**src/design/bba_pkg.sv**
```systemverilog
`timescale 1ns / 1ps
// ----------------------------------------------------------------------------
// bba_pkg
// Shared types and constants of the bitmap block allocator.
// ----------------------------------------------------------------------------
package bba_pkg;

    // Operation codes carried in the input tuser.
    typedef enum logic [1:0] {
        FUNC_ALLOC = 2'd0,
        FUNC_FREE  = 2'd1,
        FUNC_RESET = 2'd2,
        FUNC_NOP   = 2'd3
    } func_t;

    // Result status codes carried in the output tuser.
    typedef enum logic [1:0] {
        STATUS_OK       = 2'd0,
        STATUS_NO_FREE  = 2'd1,
        STATUS_BAD_ADDR = 2'd2
    } status_t;

    // Configuration register indexes.
    localparam int CFG_INDEX_W = 2;
    localparam int CFG_DATA_W  = 32;
    localparam logic [CFG_INDEX_W-1:0] CFG_BLOCK_SIZE  = 2'd0;
    localparam logic [CFG_INDEX_W-1:0] CFG_BLOCK_COUNT = 2'd1;
    localparam logic [CFG_INDEX_W-1:0] CFG_POOL_BASE   = 2'd2;

    // Field widths and bit positions.
    localparam int ADDR_W  = 32;
    localparam int INDEX_W = 5;
    localparam int MASK_W  = 32;
    localparam int COUNT_W = 6;
    localparam int SIZE_W  = 16;
    localparam int S_TDATA_W = 32;
    localparam int M_TDATA_W = 72;
    localparam int TUSER_W   = 2;

    // Quotient bits resolved by the divider; a quotient of 32 or more is
    // always out of range.
    localparam int QUOT_W = 5;
    localparam int REM_W  = SIZE_W + QUOT_W;

    localparam logic [SIZE_W-1:0] SIZE_MIN         = 16'd8;
    localparam logic [SIZE_W-1:0] SIZE_MAX_ALIGNED = 16'd65528;
    localparam logic [SIZE_W-1:0] ALIGN_MASK       = 16'h0007;

    typedef enum logic [2:0] {
        ST_IDLE,
        ST_EXEC,
        ST_ADD_BASE,
        ST_RANGE,
        ST_DIV,
        ST_FINISH,
        ST_EMIT
    } state_t;

    // Controller to datapath.
    typedef struct packed {
        logic load_in;
        logic exec;
        logic add_base;
        logic div_init;
        logic div_step;
        logic free_finish;
        logic load_out;
    } bba_cmd_t;

    // Datapath to controller.
    typedef struct packed {
        func_t func;
        logic  pool_empty;
        logic  addr_zero;
        logic  range_bad;
        logic  div_last;
        logic  out_free;
    } bba_stat_t;

endpackage

```
**src/design/bba_ctrl.sv**
```systemverilog
`timescale 1ns / 1ps
// ----------------------------------------------------------------------------
// bba_ctrl
// Sequencer that steps one item at a time through execute, address add,
// range check, quotient steps and result hand-off.
// ----------------------------------------------------------------------------
module bba_ctrl (
    input  logic              aclk,
    input  logic              aresetn,
    input  logic              s_tvalid,
    output logic              s_tready,
    input  bba_pkg::bba_stat_t stat,
    output bba_pkg::bba_cmd_t  cmd
);
    import bba_pkg::*;

    state_t state_reg, state_next;

    always_ff @(posedge aclk) begin
        if (!aresetn) begin
            state_reg <= ST_IDLE;
        end else begin
            state_reg <= state_next;
        end
    end

    always_comb begin
        state_next = state_reg;
        cmd        = '0;
        s_tready   = 1'b0;
        unique case (state_reg)
            ST_IDLE: begin
                s_tready    = 1'b1;
                cmd.load_in = s_tvalid;
                if (s_tvalid) begin
                    state_next = ST_EXEC;
                end
            end
            ST_EXEC: begin
                cmd.exec = 1'b1;
                if (stat.func == FUNC_ALLOC && !stat.pool_empty) begin
                    state_next = ST_ADD_BASE;
                end else if (stat.func == FUNC_FREE && !stat.addr_zero) begin
                    state_next = ST_RANGE;
                end else begin
                    state_next = ST_EMIT;
                end
            end
            ST_ADD_BASE: begin
                cmd.add_base = 1'b1;
                state_next   = ST_EMIT;
            end
            ST_RANGE: begin
                cmd.div_init = 1'b1;
                state_next   = stat.range_bad ? ST_EMIT : ST_DIV;
            end
            ST_DIV: begin
                cmd.div_step = 1'b1;
                if (stat.div_last) begin
                    state_next = ST_FINISH;
                end
            end
            ST_FINISH: begin
                cmd.free_finish = 1'b1;
                state_next      = ST_EMIT;
            end
            ST_EMIT: begin
                if (stat.out_free) begin
                    cmd.load_out = 1'b1;
                    state_next   = ST_IDLE;
                end
            end
            default: begin
                state_next = ST_IDLE;
            end
        endcase
    end

endmodule

```
**src/design/bba_datapath.sv**
```systemverilog
`timescale 1ns / 1ps
// ----------------------------------------------------------------------------
// bba_datapath
// Configuration registers, free bitmap, lowest-free search, block address
// multiply-add, restoring quotient unit and the output register.
// ----------------------------------------------------------------------------
module bba_datapath #(
    parameter int MAX_BLOCKS = 32
) (
    input  logic                                aclk,
    input  logic                                aresetn,
    input  logic                                cfg_wr_en,
    input  logic [bba_pkg::CFG_INDEX_W-1:0]     cfg_index,
    input  logic [bba_pkg::CFG_DATA_W-1:0]      cfg_wr_data,
    input  logic [bba_pkg::TUSER_W-1:0]         in_func,
    input  logic [bba_pkg::ADDR_W-1:0]          in_address,
    input  logic                                m_tready,
    output logic                                out_valid,
    output logic [bba_pkg::TUSER_W-1:0]         out_status,
    output logic [bba_pkg::ADDR_W-1:0]          out_block_address,
    output logic [bba_pkg::INDEX_W-1:0]         out_block_index,
    output logic [bba_pkg::MASK_W-1:0]          out_free_mask,
    input  bba_pkg::bba_cmd_t                   cmd,
    output bba_pkg::bba_stat_t                  stat
);
    import bba_pkg::*;

    localparam logic [COUNT_W-1:0] MAX_COUNT = COUNT_W'(MAX_BLOCKS);

    logic [SIZE_W-1:0]     size_reg;
    logic [COUNT_W-1:0]    count_reg;
    logic [ADDR_W-1:0]     base_reg;
    logic [MAX_BLOCKS-1:0] bitmap_reg, bitmap_next;

    func_t               func_reg;
    logic [ADDR_W-1:0]   addr_reg;
    logic [ADDR_W-1:0]   off_reg;
    logic [REM_W-1:0]    mul_reg;
    logic [REM_W-1:0]    rem_reg;
    logic [QUOT_W-1:0]   q_reg;
    logic [2:0]          step_reg;

    status_t             res_status_reg;
    logic [ADDR_W-1:0]   res_addr_reg;
    logic [INDEX_W-1:0]  res_index_reg;

    logic                out_valid_reg;
    status_t             out_status_reg;
    logic [ADDR_W-1:0]   out_addr_reg;
    logic [INDEX_W-1:0]  out_index_reg;
    logic [MASK_W-1:0]   out_mask_reg;

    logic [SIZE_W-1:0]     size_fix;
    logic [SIZE_W-1:0]     size_sum;
    logic [COUNT_W-1:0]    count_fix;
    logic [MAX_BLOCKS-1:0] full_mask_cur;
    logic [MAX_BLOCKS-1:0] full_mask_cfg;
    logic [MAX_BLOCKS-1:0] lowest;
    logic [MAX_BLOCKS-1:0] q_onehot;
    logic [INDEX_W-1:0]    alloc_idx;
    logic [REM_W-1:0]      divisor_shift;
    logic                  rem_ge;
    logic                  quot_bad;

    // Register write sanitizing: size rounds up to a multiple of eight, clamped to 8..65528.
    assign size_sum  = cfg_wr_data[SIZE_W-1:0] + ALIGN_MASK;
    assign count_fix = (cfg_wr_data[COUNT_W-1:0] > MAX_COUNT) ? MAX_COUNT
                                                              : cfg_wr_data[COUNT_W-1:0];
    always_comb begin
        if (cfg_wr_data[SIZE_W-1:0] == '0) begin
            size_fix = SIZE_MIN;
        end else if (cfg_wr_data[SIZE_W-1:0] > SIZE_MAX_ALIGNED) begin
            size_fix = SIZE_MAX_ALIGNED;
        end else begin
            size_fix = size_sum & ~ALIGN_MASK;
        end
    end

    always_comb begin
        for (int i = 0; i < MAX_BLOCKS; i++) begin
            full_mask_cur[i] = (COUNT_W'(i) < count_reg);
            full_mask_cfg[i] = (COUNT_W'(i) < count_fix);
            q_onehot[i]      = (QUOT_W'(i) == q_reg);
        end
    end

    // Isolate the lowest free bit, then encode it bit by bit.
    assign lowest = bitmap_reg & (~bitmap_reg + MAX_BLOCKS'(1));
    always_comb begin
        alloc_idx = '0;
        for (int i = 0; i < MAX_BLOCKS; i++) begin
            if (lowest[i]) begin
                alloc_idx = alloc_idx | INDEX_W'(i);
            end
        end
    end

    assign divisor_shift = REM_W'(size_reg) << step_reg;
    assign rem_ge        = (rem_reg >= divisor_shift);
    assign quot_bad      = ({1'b0, q_reg} >= count_reg);

    always_comb begin
        bitmap_next = bitmap_reg;
        if (cfg_wr_en && cfg_index == CFG_BLOCK_COUNT) begin
            // A new block count re-creates the pool with every block free.
            bitmap_next = full_mask_cfg;
        end else if (cmd.exec) begin
            case (func_reg)
                FUNC_ALLOC: bitmap_next = bitmap_reg & ~lowest;
                FUNC_RESET: bitmap_next = full_mask_cur;
                default:    bitmap_next = bitmap_reg;
            endcase
        end else if (cmd.free_finish && !quot_bad) begin
            bitmap_next = bitmap_reg | q_onehot;
        end
    end

    always_ff @(posedge aclk) begin
        if (!aresetn) begin
            size_reg   <= SIZE_MIN;
            count_reg  <= MAX_COUNT;
            base_reg   <= '0;
            bitmap_reg <= '1;
        end else begin
            bitmap_reg <= bitmap_next;
            if (cfg_wr_en) begin
                unique case (cfg_index)
                    CFG_BLOCK_SIZE:  size_reg  <= size_fix;
                    CFG_BLOCK_COUNT: count_reg <= count_fix;
                    CFG_POOL_BASE:   base_reg  <= cfg_wr_data[ADDR_W-1:0];
                    default: ;
                endcase
            end
        end
    end

    always_ff @(posedge aclk) begin
        if (cmd.load_in) begin
            func_reg <= func_t'(in_func);
            addr_reg <= in_address;
        end
        if (cmd.exec) begin
            res_addr_reg   <= '0;
            res_index_reg  <= '0;
            res_status_reg <= STATUS_OK;
            off_reg        <= addr_reg - base_reg;
            mul_reg        <= REM_W'(size_reg) * REM_W'(alloc_idx);
            if (func_reg == FUNC_ALLOC) begin
                if (bitmap_reg == '0) begin
                    res_status_reg <= STATUS_NO_FREE;
                end else begin
                    res_index_reg <= alloc_idx;
                end
            end
        end
        if (cmd.add_base) begin
            res_addr_reg <= base_reg + ADDR_W'(mul_reg);
        end
        if (cmd.div_init) begin
            rem_reg  <= off_reg[REM_W-1:0];
            q_reg    <= '0;
            step_reg <= 3'(QUOT_W - 1);
            if (stat.range_bad) begin
                res_status_reg <= STATUS_BAD_ADDR;
            end
        end
        if (cmd.div_step) begin
            q_reg    <= {q_reg[QUOT_W-2:0], rem_ge};
            step_reg <= step_reg - 3'd1;
            if (rem_ge) begin
                rem_reg <= rem_reg - divisor_shift;
            end
        end
        if (cmd.free_finish) begin
            if (quot_bad) begin
                res_status_reg <= STATUS_BAD_ADDR;
            end else begin
                res_index_reg <= q_reg;
            end
        end
        if (cmd.load_out) begin
            out_status_reg <= res_status_reg;
            out_addr_reg   <= res_addr_reg;
            out_index_reg  <= res_index_reg;
            out_mask_reg   <= MASK_W'(bitmap_reg);
        end
    end

    always_ff @(posedge aclk) begin
        if (!aresetn) begin
            out_valid_reg <= 1'b0;
        end else if (cmd.load_out) begin
            out_valid_reg <= 1'b1;
        end else if (m_tready) begin
            out_valid_reg <= 1'b0;
        end
    end

    // An offset of 32 blocks or more can never be a valid index.
    assign stat.range_bad  = (off_reg[ADDR_W-1:REM_W] != '0) ||
                             (off_reg[REM_W-1:0] >= {size_reg, {QUOT_W{1'b0}}});
    assign stat.func       = func_reg;
    assign stat.pool_empty = (bitmap_reg == '0);
    assign stat.addr_zero  = (addr_reg == '0);
    assign stat.div_last   = (step_reg == '0);
    assign stat.out_free   = !out_valid_reg || m_tready;

    assign out_valid         = out_valid_reg;
    assign out_status        = out_status_reg;
    assign out_block_address = out_addr_reg;
    assign out_block_index   = out_index_reg;
    assign out_free_mask     = out_mask_reg;

endmodule

```
**src/design/bitmap_block_allocator.sv**
```systemverilog
`timescale 1ns / 1ps
// An alloc passes execute, address add and emit (execute and emit if the pool is
// empty); reset, no-op or a free of address zero pass execute and emit; a free
// whose offset is 32 blocks or more passes execute, range and emit; other frees
// add five quotient steps and finish. Items go one at a time; an output stall
// holds the result load, and the next item is taken the cycle after that load.
// Synchronous active-low reset: block size 8, 32 blocks, base 0, all free.
// ----------------------------------------------------------------------------
// bitmap_block_allocator
// Fixed-size block allocator over a free bitmap with alloc, free and reset.
// ----------------------------------------------------------------------------
module bitmap_block_allocator #(
    parameter int MAX_BLOCKS = 32
) (
    input  logic                              aclk,
    input  logic                              aresetn,
    input  logic                              cfg_wr_en,
    input  logic [bba_pkg::CFG_INDEX_W-1:0]   cfg_index,
    input  logic [bba_pkg::CFG_DATA_W-1:0]    cfg_wr_data,
    input  logic                              s_tvalid,
    output logic                              s_tready,
    // s_tdata: address[31:0]
    input  logic [bba_pkg::S_TDATA_W-1:0]     s_tdata,
    // s_tuser: func[1:0]
    input  logic [bba_pkg::TUSER_W-1:0]       s_tuser,
    output logic                              m_tvalid,
    input  logic                              m_tready,
    // m_tdata: block_address[31:0], block_index[36:32], free_mask[68:37], zero pad
    output logic [bba_pkg::M_TDATA_W-1:0]     m_tdata,
    // m_tuser: status[1:0]
    output logic [bba_pkg::TUSER_W-1:0]       m_tuser
);
    import bba_pkg::*;

    bba_cmd_t  cmd;
    bba_stat_t stat;

    logic [ADDR_W-1:0]  out_block_address;
    logic [INDEX_W-1:0] out_block_index;
    logic [MASK_W-1:0]  out_free_mask;

    bba_ctrl u_ctrl (
        .aclk     (aclk),
        .aresetn  (aresetn),
        .s_tvalid (s_tvalid),
        .s_tready (s_tready),
        .stat     (stat),
        .cmd      (cmd)
    );

    bba_datapath #(
        .MAX_BLOCKS (MAX_BLOCKS)
    ) u_datapath (
        .aclk              (aclk),
        .aresetn           (aresetn),
        .cfg_wr_en         (cfg_wr_en),
        .cfg_index         (cfg_index),
        .cfg_wr_data       (cfg_wr_data),
        .in_func           (s_tuser),
        .in_address        (s_tdata[ADDR_W-1:0]),
        .m_tready          (m_tready),
        .out_valid         (m_tvalid),
        .out_status        (m_tuser),
        .out_block_address (out_block_address),
        .out_block_index   (out_block_index),
        .out_free_mask     (out_free_mask),
        .cmd               (cmd),
        .stat              (stat)
    );

    assign m_tdata = {{(M_TDATA_W - ADDR_W - INDEX_W - MASK_W){1'b0}},
                      out_free_mask, out_block_index, out_block_address};

endmodule

```
**config.mk**
```make
export PLATFORM = sky130hd
export DESIGN_NAME = bitmap_block_allocator
export DESIGN_NICKNAME = d
export VERILOG_FILES = /design/src/design/bba_pkg.sv /design/src/design/bba_ctrl.sv /design/src/design/bba_datapath.sv /design/src/design/bitmap_block_allocator.sv
export SDC_FILE = /design/constraint.sdc
export NUM_CORES = 1
export LEC_CHECK = 0
export BUFFER_PORTS_ARGS = -buffer_cell sky130_fd_sc_hd__clkbuf_2
export CORE_ASPECT_RATIO = 1.1
export CORE_MARGIN = 1
export CORE_UTILIZATION = 26
export DETAILED_ROUTE_END_ITERATION = 10
export SYNTH_ARGS = -nofsm -noshare
export SYNTH_HDL_FRONTEND = slang
export SYNTH_HIERARCHICAL = 1
export SYNTH_SLANG_ARGS = --single-unit
```
**constraint.sdc**
```tcl
create_clock -name aclk -period 8.5 [get_ports aclk]
set_input_delay 0.425 -clock aclk [delete_from_list [all_inputs] [get_ports aclk]]
set_output_delay 0.425 -clock aclk [all_outputs]
set_load 0.005 [all_outputs]
```
==> results.json, run 1 <==
{
  "status": "completed",
  "crit_fanout": 14,
  "grt_max_degree": 77,
  "path_cells": "nor4_4, nand3_4, or3_1, or2_1, a21oi_1, or4_1, and2_1, fa_1, fa_1, inv_1, fa_1, inv_1, ha_1, o21a_1, o21ai_0, inv_1, a21oi_1, o21bai_1, a2111oi_0, o31ai_1, a21oi_1, xnor2_1",
  "drive_gt1_share_pct": 12.73,
  "total_power_mw": 4.609,
  "gp_congestion": 0.9282,
  "cellPowerDensity_mw_per_mm2": 209.5,
  "cts_tree": "done",
  "htreeDepth": 2,
  "period_needed_ps": 6827,
  "wire_per_inst_um": 18.10,
  "grt_usage_pct": 14.64,
  "grt_overflow": 0,
  "drc": 0,
  "place_worst_setup_slack_ps": 1767,
  "cts_setup_buffers": 0,
  "clk_pin_slew_ps": 60,
  "insertion_delay_ps": 560,
  "dr_total_vias": 15102,
  "area_growth_pct": 15.44,
  "vias_per_cell": 4.960,
  "wl_mm": 55.12,
  "pin_count": 149,
  "cp-start-kind": "flop",
  "start_util_pct": 26.40,
  "yosysSeqAreaShare_pct": 42.97,
  "fillCellCount": 7587,
  "slowest_stage": "a2111oi_0",
  "cap_violations": 0,
  "fin_skew_ps": 26.92,
  "max_freq_mhz": 146.5,
  "drt_iter0_markers": 1471,
  "dieArea_mm2": 0.07438,
  "end_kind": "flop",
  "setup_viol_count_final": 0,
  "io_buffers": 145,
  "cp_slowest_stage_delay_ps": 580,
  "final-hold-violation-count": 0,
  "relSlewSlack_pct": 29.60,
  "ant_nets": 0,
  "placed_cells": 2976,
  "synth-main-ff-cell": "edfxtp_1",
  "setup_tns_ps": 0,
  "slew_viol_final": 0,
  "rsz0062_at_grt": "no",
  "cts.sinks": 310,
  "syn_area_mm2": 0.01906,
  "grt_pass1_vias": 14499,
  "cts_buffers": 36,
  "cp.arrival_ps": 7140,
  "finalCritPeriodShare_pct": 80.32,
  "cts-resized-gates": 0,
  "hold_ws_ps": 37.18,
  "rows": 103,
  "syn_inst": 1962,
  "antenna_found_initial": 4,
  "holdBufCountCts": 1,
  "grt_pass1_wl_mm": 84.66,
  "power_leakage_nw": 8.579,
  "clk_path_buf_depth": 3,
  "avgSynthCellArea_um2": 9.712,
  "cp.required_ps": 8820,
  "dr.pass1.iters": 6,
  "final_cells": 3045,
  "synthDistinctLibCells": 91,
  "hold_path_class": "in -> reg",
  "ys_seq_elements": 310,
  "max_slew.worst_pin.slew_ps": 1056,
  "critPathTopFamily": "simple AND/OR/NAND/NOR gates",
  "die_w_um": 260.1,
  "core-area_mm2": 0.07217,
  "synth_edf_count": 198,
  "vdd_drop_max_v": 0.0001325,
  "die_y_um": 285.9,
  "setup_ws_ps": 1673,
  "critPathKind": "reg -> reg",
  "cts-root-buf": "clkbuf_16",
  "nets": 2291,
  "hpwl_mm": 41.28,
  "crit_buf_inv": 3,
  "synthArstFlopShare_pct": 0,
  "yosysWarningCount": 6
}
area by class of cell:
class	instances	area, um2	share of cell area [%]
flip-flops and latches	310	8188	37.22
clock inverters	19	305.3	1.388
inverters	120	452.9	2.059
multi-input cells	1441	10030	45.61
diodes	2	5.005	0.02275
clock buffers	47	982.2	4.465
repair buffers	161	848.3	3.856
well taps	945	1182	5.375
report_power, final:
part           leakage (nW)  total, mW  internal [mW]  switching [mW]
clock                 0.623       1.66           1.01           0.646
sequential             2.74       1.93           1.80           0.137
combinational          5.21       1.02          0.430           0.591
cells by family (layout without fill, tap and decap cells):
logic type                 count (synthesis)  after routing  synth area share, %
and+or+nand+nor                          648            648                17.16
AOI/OAI and AO/OA                        510            510                17.52
DFF                                      310            310                42.97
buffers and inverters                    213            347                4.537
adders and majority gates                148            148                11.10
xor gates and xnor gates                  73             73                3.355
muxes                                     59             59                3.342
other                                      1              5              0.01968
placed cells by master (no fill, tap or decap), drive strengths merged, types with 11 or more instances in the layout:
| cell type | n |
|---|---|
| edfxtp | 198 |
| clkbuf | 192 |
| nand2 | 183 |
| nor2 | 149 |
| a21oi | 128 |
| inv | 119 |
| ha | 113 |
| dfxtp | 112 |
| o21ai | 112 |
| and2 | 65 |
| xnor2 | 60 |
| mux2i | 49 |
| nor3 | 48 |
| a21boi | 43 |
| nand3 | 41 |
| a21o | 35 |
| fa | 35 |
| nand2b | 30 |
| a31oi | 25 |
| nor4 | 25 |
| a211oi | 24 |
| nor2b | 23 |
| o211ai | 22 |
| o21a | 22 |
| buf | 15 |
| o31ai | 14 |
| xor2 | 13 |
| clkinv | 13 |
| or2 | 12 |
| and3 | 11 |
| o21bai | 11 |
| nand4 | 11 |
| or3 | 11 |
| o311ai | 11 |
| nor3b | 11 |
routing by layer:
layer	share of wire, %	track usage (%)
met1	44	19.63
met2	46	23.88
met3	6.7	2.570
met4	2.6	4.357
met5	0.062	0
Yosys cell counts (23+ instances only):
library cell	count	share of area (%)
inv_1	117	2.3
clkbuf_1	73	1.4
and2_1	65	2.1
o21ai_0	108	2.8
nor2_1	147	2.9
nor4_1	23	0.76
nor2b_1	23	0.76
a31oi_1	25	0.82
a211oi_1	24	0.95
nand2_1	182	3.6
a21oi_1	127	3.3
nor3_1	46	1.2
edfxtp_1	198	31
nand3_1	40	1.1
dfxtp_1	112	12
nand2b_1	29	0.95
mux2i_1	49	2.6
a21o_1	35	1.4
ha_1	113	7.4
a21boi_0	43	1.7
xnor2_1	60	2.8
fa_1	35	3.7
through the flow:
stage               instance area [um2]  util, %
finish                            22000    30.48
global route                      21990    30.48
CTS                               21990    30.48
detailed placement                20700    28.68
global placement                  20700    28.68
floorplan                         19060        -
path summary, 6_finish.rpt:
check / startpoint / to / slack, ps / depth (start not counted)
setup / recovery: u_datapath/bitmap_reg[0]$_SDFFE_PN1P_ / u_datapath/mul_reg[19]$_DFFE_PP_ / 1670 / 22
hold / removal: s_tdata[2] / u_datapath/addr_reg[2]$_DFFE_PP_ / 40 / 1
setup reg to reg: u_datapath/bitmap_reg[0]$_SDFFE_PN1P_ / u_datapath/mul_reg[19]$_DFFE_PP_ / 1670 / 22
hold reg to reg: u_datapath/res_addr_reg[6]$_SDFFCE_PN0P_ / u_datapath/out_block_address[6]$_DFFE_PP_ / 420 / 0
(Power assumes the default switching activity.)
==> inputs of run 2 (changes only) <==
Clock period 8.5 ns to 6.8 ns, I/O delays scaled along.
==> results.json, run 2 (same netlist as run 1, synthesis figures left out) <==
{
  "relSlewSlack_pct": 31.19,
  "clk_pin_slew_ps": 60,
  "p_sw_mw": 1.715,
  "status": "completed",
  "gp_congestion": 0.9400,
  "die_w_um": 260.1,
  "area_growth_pct": 17.00,
  "stdcell_area_mm2": 0.02230,
  "pwr-share-comb_pct": 23.1,
  "hold_ws_ps": 31.51,
  "drive_gt1_share_pct": 13.13,
  "max_slew.worst_pin.slew_ps": 1032,
  "rows": 103,
  "cp.required_ps": 7090,
  "max_freq_mhz": 156.6,
  "nets": 2334,
  "hold_path_class": "in -> reg",
  "wl_mm": 56.06,
  "grt_overflow": 0,
  "timing.rr.start": "u_datapath/bitmap_reg[0]$_SDFFE_PN1P_",
  "core-area_mm2": 0.07217,
  "drt_iter0_markers": 1346,
  "cts_buffers": 36,
  "cp_slowest_stage_delay_ps": 560,
  "io_buffers": 145,
  "antenna_found_initial": 3,
  "vias_per_cell": 4.975,
  "grt_max_degree": 77,
  "cp.arrival_ps": 6680,
  "wire_per_inst_um": 18.17,
  "period_needed_ps": 6385,
  "cp-start-kind": "flop",
  "swShare_pct": 30.49,
  "setup_viol_count_final": 0,
  "layout_common_cells": "edfxtp_1, nand2_1, nor2_1",
  "cts.sinks": 310,
  "final-hold-violation-count": 0,
  "seq_power_share_pct": 42.8,
  "dr_total_vias": 15349,
  "p_int_mw": 3.910,
  "cts-root-buf": "clkbuf_16",
  "htreeDepth": 2,
  "slowest_stage": "fa_1",
  "cellPowerDensity_mw_per_mm2": 252.3,
  "reg2reg_to": "u_datapath/mul_reg[19]$_DFFE_PP_",
  "fin_skew_ps": 34.16,
  "whs_endpoint": "u_datapath/base_reg[28]$_SDFFE_PN0P_",
  "dieArea_mm2": 0.07438,
  "cts_tree": "done",
  "setup_ws_ps": 414.5,
  "min_from": "cfg_wr_data[28]",
  "slew_viol_final": 0,
  "placed_area_mm2": 0.02076,
  "setup_tns_ps": 0,
  "start_util_pct": 26.40,
  "hpwl_mm": 41.80,
  "vdd_drop_max_v": 0.0001684,
  "clk_path_buf_depth": 3,
  "ant_nets": 0,
  "dr.pass1.iters": 7,
  "grt_usage_pct": 14.85,
  "pin_count": 149,
  "crit_fanout": 14,
  "power_leakage_nw": 8.703,
  "mostFrequentLayoutCell": "edfxtp_1",
  "grt_pass1_wl_mm": 85.86,
  "clkPwrFrac_pct": 34.0,
  "end_kind": "flop",
  "insertion_delay_ps": 560,
  "cap_violations": 0,
  "place_worst_setup_slack_ps": 253.8,
  "holdPathStages": 3,
  "die_y_um": 285.9,
  "insertedDiodeCount": 0,
  "drc": 0,
  "critPathKind": "reg -> reg",
  "grt_pass1_vias": 14627,
  "rsz0062_at_grt": "no",
  "reg2regPathDepth": 26,
  "r2r_slack_ps": 410,
  "finalCritPeriodShare_pct": 93.90
}
## run 2: changes by cell type in the layout (fill, tap and decap cells not counted), sizes merged
cell / delta
buf: +10
bufinv: -4
clkbuf: -1
clkinvlp: +2
diode: -2
dlygate4sd3: +33
inv: +2
## run 2: final cells by class
type | count | area [um2]
fillers | 7554 | 49870
multi-input cells | 1441 | 10060
flip-flops and latches | 310 | 8188
repair buffers | 204 | 1254
well taps | 945 | 1182
clock buffers | 46 | 989.7
inverters | 120 | 452.9
clock inverters | 19 | 166.4
## run 2: repair_timing
action / CTS / global route
endpoints found under the hold margin: 34 / 0
gates resized for setup: 0 / 7
hold buffers: 34 / 0
buffers inserted: 0 / 1
setup endpoints to repair: 0 / 2
## run 2: power by group through the flow
stage | Sequential (mW) | Clock [mW] | Combinational (mW)
detailed placement | 2.45 | 0 | 1.27
global placement | 2.44 | 0 | 1.27
CTS | 2.41 | 1.97 | 1.30
global route | 2.43 | 2.04 | 1.45
finish | 2.41 | 1.91 | 1.30
floorplan | 2.37 | 0 | 1.01
## run 2: worst max-delay path: cells and delay by family, from the launching register on
| family | cells | cell delay, ps |
|---|---|---|
| xor gates and xnor gates | 1 | 80 |
| buffers and inverters | 5 | 560 |
| and+or+nand+nor | 8 | 1800 |
| AOI/OAI and AO/OA | 8 | 1450 |
| adders and majority gates | 4 | 1860 |
| DFF | 1 | 390 |
## run 2: per-stage QoR
| step | utilization, % | instances | total power [mW] |
|---|---|---|---|
| 2_1_floorplan | - | 1964 | 3.377 |
| 3_3_place_gp | 28.77 | 2985 | 3.714 |
| 3_5_place_dp | 28.77 | 2985 | 3.719 |
| 4_1_cts | 30.84 | 3084 | 5.674 |
| 5_1_grt | 30.89 | 3085 | 5.925 |
| 6_report | 30.89 | 3085 | 5.625 |
## run 2: worst max path at each step
stage / cells past startpoint / to / start / slack [ps]
finish: 26 / u_datapath/mul_reg[19]$_DFFE_PP_ / u_datapath/bitmap_reg[0]$_SDFFE_PN1P_ / 410
global route: 24 / u_datapath/mul_reg[19]$_DFFE_PP_ / u_datapath/bitmap_reg[0]$_SDFFE_PN1P_ / 40
CTS: 23 / u_datapath/mul_reg[19]$_DFFE_PP_ / u_datapath/bitmap_reg[22]$_SDFFE_PN1P_ / 220
detailed placement: 23 / u_datapath/mul_reg[19]$_DFFE_PP_ / u_datapath/bitmap_reg[22]$_SDFFE_PN1P_ / 250
global placement: 23 / u_datapath/mul_reg[19]$_DFFE_PP_ / u_datapath/bitmap_reg[22]$_SDFFE_PN1P_ / 330
floorplan: 7 / u_datapath/res_addr_reg[0]$_SDFFCE_PN0P_ / u_ctrl/state_reg[0]$_SDFFE_PN0P_ / 380
## run 2: routing by layer
layer	global-route usage, %	part of all wire [%]
met5	0	0.050
met4	4.430	2.4
met3	2.277	6.0
met2	24.55	47
met1	19.84	45
